$ cat config.mk
export PLATFORM = sky130hd
export DESIGN_NAME = stream_find_replace
export DESIGN_NICKNAME = d
export VERILOG_FILES = /design/src/rtl/sfr_pkg.sv /design/src/rtl/sfr_front.sv /design/src/rtl/sfr_queue.sv /design/src/rtl/sfr_back.sv /design/src/rtl/stream_find_replace.sv
export SDC_FILE = /design/constraint.sdc
export NUM_CORES = 1
export LEC_CHECK = 0
export BUFFER_PORTS_ARGS = -buffer_cell sky130_fd_sc_hd__buf_2
export CORE_UTILIZATION = 50
export CTS_BUF_LIST = sky130_fd_sc_hd__clkbuf_8 sky130_fd_sc_hd__clkbuf_16
export DETAILED_ROUTE_END_ITERATION = 8
export PLACE_DENSITY = 0.73
export SYNTH_ARGS = -nofsm -noshare
export SYNTH_HDL_FRONTEND = slang
export SYNTH_SLANG_ARGS = --single-unit
$ cat constraint.sdc
create_clock -name clk -period 9.9 [get_ports clk]
set_clock_uncertainty 0.1 [all_clocks]
set_input_delay 0.495 -clock clk [delete_from_list [all_inputs] [get_ports clk]]
set_output_delay 0.495 -clock clk [all_outputs]
set_load 0.01 [all_outputs]
$ cat src/rtl/sfr_pkg.sv
// sfr_pkg: shared constants, register indexes and the emit command type
// for the stream find-and-replace block. No dependencies.
package sfr_pkg;

  localparam int MAX_PATTERN_DEF     = 8;
  localparam int MAX_REPLACEMENT_DEF = 8;
  localparam int REG_CHARS           = 8;
  localparam int CMD_BYTES           = 8;
  localparam int CNT_W               = $clog2(CMD_BYTES + 1);
  localparam int IDX_W               = $clog2(CMD_BYTES);
  localparam int QUEUE_DEPTH         = 2;
  localparam int CFG_IDX_W           = 2;
  localparam int CFG_DATA_W          = 64;

  localparam logic [7:0] NEWLINE_CHAR = 8'h0A;

  typedef enum logic [CFG_IDX_W-1:0] {
    REG_PATTERN_LENGTH,
    REG_PATTERN_BYTES,
    REG_REPLACEMENT_LENGTH,
    REG_REPLACEMENT_BYTES
  } cfg_reg_t;

  typedef logic [CMD_BYTES-1:0][7:0] byte_vec_t;

  // up to CMD_BYTES output bytes, lowest first, count of bytes in use
  typedef struct packed {
    byte_vec_t        bytes;
    logic [CNT_W-1:0] count;
  } emit_cmd_t;

endpackage

$ cat src/rtl/sfr_front.sv
// sfr_front: configuration registers, pending match window and per-byte
// classification into emit commands. Depends on sfr_pkg.
module sfr_front import sfr_pkg::*; #(
  parameter int MAX_PATTERN     = MAX_PATTERN_DEF,
  parameter int MAX_REPLACEMENT = MAX_REPLACEMENT_DEF
) (
  input  logic                  clk,
  input  logic                  rst_n,
  input  logic                  cfg_wr_en,
  input  logic [CFG_IDX_W-1:0]  cfg_index,
  input  logic [CFG_DATA_W-1:0] cfg_data,
  input  logic                  in_valid,
  output logic                  in_stall,
  input  logic [7:0]            in_data_byte,
  input  logic                  in_stream_end,
  input  logic                  q_full,
  output logic                  push,
  output emit_cmd_t             push_cmd
);

  localparam int WIN_DEPTH = (MAX_PATTERN < REG_CHARS) ? MAX_PATTERN : REG_CHARS;
  localparam int RPL_MAX   = (MAX_REPLACEMENT < REG_CHARS) ? MAX_REPLACEMENT : REG_CHARS;
  localparam logic [CNT_W-1:0] WIN_MAX_C = CNT_W'(WIN_DEPTH);
  localparam logic [CNT_W-1:0] RPL_MAX_C = CNT_W'(RPL_MAX);

  logic [3:0]                  plen_r;
  logic [3:0]                  rlen_r;
  byte_vec_t                   pat_r;
  byte_vec_t                   rpl_r;
  logic [WIN_DEPTH-1:0][7:0]   win_r, win_nxt;
  logic [CNT_W-1:0]            cnt_r, cnt_nxt;

  logic [CNT_W-1:0] len, rlen, idx, nc;
  byte_vec_t        nw, shifted;
  logic             match;
  logic             accept;
  emit_cmd_t        cmd;

  assign in_stall = q_full;
  assign accept   = in_valid && !q_full;

  always_comb begin
    len  = (CNT_W'(plen_r) > WIN_MAX_C) ? WIN_MAX_C : CNT_W'(plen_r);
    rlen = (CNT_W'(rlen_r) > RPL_MAX_C) ? RPL_MAX_C : CNT_W'(rlen_r);
    idx  = (cnt_r >= len) ? '0 : cnt_r;
    nc   = idx + 1'b1;
    nw   = '0;
    nw[WIN_DEPTH-1:0] = win_r;
    nw[idx[IDX_W-1:0]] = in_data_byte;
    shifted = nw >> 8;
    match = 1'b1;
    for (int i = 0; i < WIN_DEPTH; i++) begin
      if (CNT_W'(i) < len && nw[i] != pat_r[i]) match = 1'b0;
    end

    cmd.bytes = nw;
    cmd.count = '0;
    cnt_nxt   = cnt_r;
    win_nxt   = win_r;
    if (len == '0) begin
      cmd.count = CNT_W'(1);
      cnt_nxt   = '0;
    end else if (in_data_byte == NEWLINE_CHAR) begin
      cmd.count = nc;
      cnt_nxt   = '0;
    end else begin
      win_nxt = nw[WIN_DEPTH-1:0];
      cnt_nxt = nc;
      if (nc == len) begin
        if (match) begin
          cmd.bytes = rpl_r;
          cmd.count = rlen;
          cnt_nxt   = '0;
        end else if (in_stream_end) begin
          cmd.count = len;
          cnt_nxt   = '0;
        end else begin
          cmd.count = CNT_W'(1);
          win_nxt   = shifted[WIN_DEPTH-1:0];
          cnt_nxt   = len - 1'b1;
        end
      end else if (in_stream_end) begin
        cmd.count = nc;
        cnt_nxt   = '0;
      end
    end
  end

  assign push     = accept && (cmd.count != '0);
  assign push_cmd = cmd;

  always_ff @(posedge clk) begin
    if (!rst_n) begin
      plen_r <= '0;
      rlen_r <= '0;
      pat_r  <= '0;
      rpl_r  <= '0;
      cnt_r  <= '0;
    end else begin
      if (accept) begin
        cnt_r <= cnt_nxt;
      end
      if (cfg_wr_en) begin
        unique case (cfg_reg_t'(cfg_index))
          REG_PATTERN_LENGTH: begin
            plen_r <= cfg_data[3:0];
            cnt_r  <= '0;
          end
          REG_PATTERN_BYTES:      pat_r  <= byte_vec_t'(cfg_data);
          REG_REPLACEMENT_LENGTH: rlen_r <= cfg_data[3:0];
          REG_REPLACEMENT_BYTES:  rpl_r  <= byte_vec_t'(cfg_data);
        endcase
      end
    end
  end

  always_ff @(posedge clk) begin
    if (accept) begin
      win_r <= win_nxt;
    end
  end

  a_cnt_below_len: assert property (@(posedge clk) disable iff (!rst_n)
    (len != '0) |-> (cnt_r < len))
    else $error("window count reached pattern length");

endmodule

$ cat src/rtl/sfr_queue.sv
// sfr_queue: short command queue between classification and emission.
// Depends on sfr_pkg.
module sfr_queue import sfr_pkg::*; #(
  parameter int DEPTH = QUEUE_DEPTH
) (
  input  logic      clk,
  input  logic      rst_n,
  input  logic      push,
  input  emit_cmd_t push_cmd,
  output logic      full,
  input  logic      pop,
  output logic      head_valid,
  output emit_cmd_t head_cmd
);

  localparam int PTR_W = (DEPTH > 1) ? $clog2(DEPTH) : 1;
  localparam int QC_W  = $clog2(DEPTH + 1);

  emit_cmd_t        mem_r [DEPTH];
  logic [PTR_W-1:0] wr_ptr_r, rd_ptr_r;
  logic [QC_W-1:0]  count_r;

  assign full       = (count_r == QC_W'(DEPTH));
  assign head_valid = (count_r != '0);
  assign head_cmd   = mem_r[rd_ptr_r];

  always_ff @(posedge clk) begin
    if (!rst_n) begin
      wr_ptr_r <= '0;
      rd_ptr_r <= '0;
      count_r  <= '0;
    end else begin
      if (push) begin
        wr_ptr_r <= (wr_ptr_r == PTR_W'(DEPTH - 1)) ? '0 : wr_ptr_r + 1'b1;
      end
      if (pop) begin
        rd_ptr_r <= (rd_ptr_r == PTR_W'(DEPTH - 1)) ? '0 : rd_ptr_r + 1'b1;
      end
      if (push && !pop) begin
        count_r <= count_r + 1'b1;
      end else if (pop && !push) begin
        count_r <= count_r - 1'b1;
      end
    end
  end

  always_ff @(posedge clk) begin
    if (push) begin
      mem_r[wr_ptr_r] <= push_cmd;
    end
  end

  a_no_overflow: assert property (@(posedge clk) disable iff (!rst_n)
    push |-> !full)
    else $error("push into full queue");

  a_no_underflow: assert property (@(posedge clk) disable iff (!rst_n)
    pop |-> head_valid)
    else $error("pop from empty queue");

  a_count_range: assert property (@(posedge clk) disable iff (!rst_n)
    count_r <= QC_W'(DEPTH))
    else $error("queue count out of range");

endmodule

$ cat src/rtl/sfr_back.sv
// sfr_back: serializes emit commands into output bytes, one per cycle when
// not stalled, marking the last byte of each command. Depends on sfr_pkg.
module sfr_back import sfr_pkg::*; (
  input  logic       clk,
  input  logic       rst_n,
  input  logic       q_valid,
  input  emit_cmd_t  q_cmd,
  output logic       pop,
  output logic       out_valid,
  input  logic       out_stall,
  output logic [7:0] out_out_byte,
  output logic       out_run_last
);

  byte_vec_t        bytes_r;
  logic [CNT_W-1:0] rem_r;
  logic             out_accept;

  assign out_valid    = (rem_r != '0);
  assign out_accept   = out_valid && !out_stall;
  assign out_out_byte = bytes_r[0];
  assign out_run_last = (rem_r == CNT_W'(1));
  assign pop          = q_valid && ((rem_r == '0) || (out_accept && out_run_last));

  always_ff @(posedge clk) begin
    if (!rst_n) begin
      rem_r <= '0;
    end else if (pop) begin
      rem_r <= q_cmd.count;
    end else if (out_accept) begin
      rem_r <= rem_r - 1'b1;
    end
  end

  always_ff @(posedge clk) begin
    if (pop) begin
      bytes_r <= q_cmd.bytes;
    end else if (out_accept) begin
      bytes_r <= bytes_r >> 8;
    end
  end

  a_queued_nonempty: assert property (@(posedge clk) disable iff (!rst_n)
    q_valid |-> (q_cmd.count != '0))
    else $error("empty command in queue");

  a_load_when_done: assert property (@(posedge clk) disable iff (!rst_n)
    pop |-> (rem_r == '0 || rem_r == CNT_W'(1)))
    else $error("command loaded over unfinished one");

endmodule

$ cat src/rtl/stream_find_replace.sv
// stream_find_replace: top level, front classifier, command queue and
// byte emitter. Depends on sfr_pkg, sfr_front, sfr_queue, sfr_back.
//
// Replaces each leftmost, non-overlapping occurrence of a pattern of up to
// eight bytes with a replacement of zero to eight bytes; newline or the
// stream end flushes held bytes. One input byte is taken per clock while
// the two-entry command queue has room. Each byte yields at most one
// command, of 1..8 output bytes; the emitter sends one output byte per
// clock while out_stall is low, and input is stalled only when the queue
// backs up behind the emitter. Input reaches the first output byte through
// a queue entry and then the emitter's byte register.
module stream_find_replace import sfr_pkg::*; #(
  parameter int MAX_PATTERN     = MAX_PATTERN_DEF,
  parameter int MAX_REPLACEMENT = MAX_REPLACEMENT_DEF
) (
  input  logic                  clk,
  input  logic                  rst_n,
  input  logic                  cfg_wr_en,
  input  logic [CFG_IDX_W-1:0]  cfg_index,
  input  logic [CFG_DATA_W-1:0] cfg_data,
  input  logic                  in_valid,
  output logic                  in_stall,
  input  logic [7:0]            in_data_byte,
  input  logic                  in_stream_end,
  output logic                  out_valid,
  input  logic                  out_stall,
  output logic [7:0]            out_out_byte,
  output logic                  out_run_last
);

  logic      q_full, q_push, q_pop, q_valid;
  emit_cmd_t push_cmd, head_cmd;

  sfr_front #(
    .MAX_PATTERN     (MAX_PATTERN),
    .MAX_REPLACEMENT (MAX_REPLACEMENT)
  ) u_front (
    .clk           (clk),
    .rst_n         (rst_n),
    .cfg_wr_en     (cfg_wr_en),
    .cfg_index     (cfg_index),
    .cfg_data      (cfg_data),
    .in_valid      (in_valid),
    .in_stall      (in_stall),
    .in_data_byte  (in_data_byte),
    .in_stream_end (in_stream_end),
    .q_full        (q_full),
    .push          (q_push),
    .push_cmd      (push_cmd)
  );

  sfr_queue #(
    .DEPTH (QUEUE_DEPTH)
  ) u_queue (
    .clk        (clk),
    .rst_n      (rst_n),
    .push       (q_push),
    .push_cmd   (push_cmd),
    .full       (q_full),
    .pop        (q_pop),
    .head_valid (q_valid),
    .head_cmd   (head_cmd)
  );

  sfr_back u_back (
    .clk          (clk),
    .rst_n        (rst_n),
    .q_valid      (q_valid),
    .q_cmd        (head_cmd),
    .pop          (q_pop),
    .out_valid    (out_valid),
    .out_stall    (out_stall),
    .out_out_byte (out_out_byte),
    .out_run_last (out_run_last)
  );

endmodule
==> results_dict.tcl <==
set metrics [dict create \
    status "complete, no violations" \
    clockBufferDepth 3 \
    critical_path_buf_inv_count 3 \
    grt-busiest-layer "met2" \
    grt_pass1_vias 14200 \
    yosysWarnings 0 \
    dieWidth_um 200 \
    hold_ws_ps 76.8 \
    io_buffers 90 \
    final_nets 2033 \
    async_reset_ff_frac 0 \
    dieArea_mm2 0.0401 \
    max_slew_margin 0.214 \
    synth_fp_nets 2002 \
    synth_flop_cell "edfxtp_1" \
    fmax_mhz 145 \
    critPathTopFamily "simple AND/OR/NAND/NOR gates" \
    vias_per_cell 5.90 \
    crit_chain "inv_1 -> nand2_1 -> inv_1 -> ha_1 -> nor3b_4 -> o21ai_2 -> nor2_2 -> mux2i_1 -> a2111oi_0 -> and4b_1 -> a31o_2 -> and2_1 -> a221oi_1 -> a41oi_2 -> and2_2 -> buf_4" \
    final.setup.tns_ps 0 \
    cts_sinks 413 \
    insertion_delay_ps 580 \
    synth_area_mm2 0.0197 \
    critPathRequiredTime_ps 10000 \
    drtAntennaViolNets 0 \
    diodes 0 \
    hp-class "in -> reg" \
    start_util 0.508 \
    powerDensity_mw_per_mm2 223 \
    start_kind "flop" \
    syn_avg_cell_area_um2 10.3 \
    cts_max_level 2 \
    crit_type "reg -> reg" \
    rsz0062_at_grt "false" \
    overflow 0 \
    core_area_mm2 0.0387 \
    area.growth.synth_to_final_pct 10.7 \
    cts_tree "done" \
    setup_viol 0 \
    place_congestion 0.913 \
    setup_slack_ps 3020 \
    grt_usage 0.263 \
    cts_root_buffer "clkbuf_16" \
    hpwl_um 36100 \
    cts.reportedPaths.clkPinSlew_ps 60 \
    synth_cell_types 72 \
    dpl_worst_slack_ps 3160 \
    slowest_stage "and2_2" \
    ios 91 \
    drt_iter0_markers 1602 \
    grt_max_degree 94 \
    critPathCaptureType "flop" \
    totalWireLength_um 52700 \
    drt-pass1-iter-count 6 \
    rows 72 \
    postSynthCellCount 1909 \
    met2_usage 0.413 \
    final_cell_mix "nand2_1 (383), edfxtp_1 (264), nor2_1 (149)" \
    ctsHoldBuffers 0 \
    cts_resized 0 \
    final_common_cell "nand2_1" \
    crit_fanout 42 \
    post-route-util 0.562 \
    cts_setup_buffers 0 \
    finalPower_w 0.00485 \
    multi_input_area_mm2 0.00811 \
    antenna_found_initial 6 \
    tightestPinTransition_ps 1170 \
    wl_per_cell_um 21.2 \
    use_met1 0.367 \
    final-max-slew-violation-count 0 \
    max-cap-violations 0 \
    peakVddDrop_mv 0.161 \
    register_area_mm2 0.0109 \
    cts_buffers 43 \
    final_layout_size_suffix_gt1_frac 0.0993 \
    drc_errors 0 \
    num_vias 14700 \
    grt_util_met3 0.0441 \
    layout_worst_path_cycle_share 0.695 \
    nFillCells 3376 \
    hold_viol 0 \
    final.min_clock_period_ps 6880 \
    leakage_nw 7.86 \
    ys_ff_latch 413 \
    die_y_um 200 \
    yosysSeqAreaShare 0.555 \
    cpMostUsedCell "inv_1" \
    slowest_delay_ps 630 \
    grt_pass1_wl_um 81900 \
    synth_edf_count 264 \
    arrival_ps 6980 \
]
## synthesized netlist by cell type (all sizes together), types with 4 or more instances
cell	n	area share
xnor2	40	0.018
nand3	15	0.0038
clkbuf	101	0.019
nor3b	5	0.0025
nand2	383	0.073
nor3	23	0.0061
nor4	17	0.0065
a211oi	8	0.0031
a22oi	13	0.0050
and2	18	0.0057
nor4b	4	0.0018
xor2	53	0.024
a21oi	73	0.019
o22ai	13	0.0041
o21ai	73	0.019
mux2i	118	0.061
o31ai	4	0.0015
a221oi	15	0.0067
inv	44	0.0084
and3	7	0.0022
nor2b	32	0.010
a221o	38	0.019
dfxtp	149	0.15
a31oi	15	0.0048
nand2b	6	0.0019
ha	13	0.0083
edfxtp	264	0.40
a2111oi	4	0.0018
nand4	10	0.0032
or2	5	0.0016
nor2	151	0.029
o211ai	5	0.0022
buf	23	0.0066
a21boi	130	0.050
## worst register-to-register path, stage by stage (launching register included)
cell,delay (ps)
dfxtp_1,450
inv_1,150
nand2_1,260
inv_1,130
ha_1,330
nor3b_4,390
o21ai_2,220
nor2_2,610
mux2i_1,190
a2111oi_0,580
and4b_1,350
a31o_2,280
and2_1,590
a221oi_1,230
a41oi_2,350
and2_2,630
buf_4,600
## cells by family (layout without fill, tap and decap cells)
kind of cell	Yosys count	count (layout)	share of synthesized area
flip-flops	413	413	0.555
adder cells (fa/ha/maj)	13	13	0.00827
AO/OA/AOI/OAI	415	415	0.147
XOR/XNOR	93	93	0.0414
multiplexers	120	120	0.0620
buffers and inverters	170	234	0.0347
AND/OR/NAND/NOR	685	685	0.151
## per-stage QoR
stage / instances / instance area [um2]
after global routing: 2491 / 21800
after floorplan: 1909 / 19700
after detailed placement: 2413 / 20400
final: 2491 / 21800
after CTS: 2491 / 21800
after global placement: 2413 / 20400
## power breakdown
part	internal (W)	leakage [nW]	total [W]	switching (W)
registers	0.00225	3.69	0.00239	0.000135
clock network	0.000860	0.718	0.00153	0.000672
logic	0.000307	3.46	0.000928	0.000621
total	0.00342	7.86	0.00485	0.00143
## sequential cells by signal, summed over array words and instances (netlist names), 8 cells and up, named ones only
signal	count
u_back.bytes_r	56
u_back.out_out_byte	8
u_queue.mem_r	136
u_front.rpl_r	64
u_front.pat_r	64
u_front.win_r	64
## final cells by class
| class | instances | share of cell area |
|---|---|---|
| inverter | 46 | 0.00799 |
| multi-input combinational | 1326 | 0.372 |
| tap | 518 | 0.0298 |
| clock buffer | 45 | 0.0507 |
| clock inverter | 33 | 0.0101 |
| sequential | 413 | 0.501 |
| timing repair buffer | 110 | 0.0277 |
## path summary, 6_finish.rpt
kind                            cells past startpoint  slack, ps              endpoint         startpoint
worst min register to register                      2        370      u_front.rpl_r[1]   u_front.rpl_r[1]
worst max register to register                     16       3020  u_queue.mem_r[1][59]  u_front.plen_r[3]
worst min-delay path                                3         80     u_front.rpl_r[11]       cfg_data[11]
worst max-delay path                               16       3020  u_queue.mem_r[1][59]  u_front.plen_r[3]
## routing by layer
layer / wire [um] / vias up
met4: 1560 / 4
met5: 40 / -
met3: 4030 / 117
met2: 24300 / 606
met1: 22800 / 7130
li1: - / 6837
Note: power is estimated with default switching activity, not from simulation.
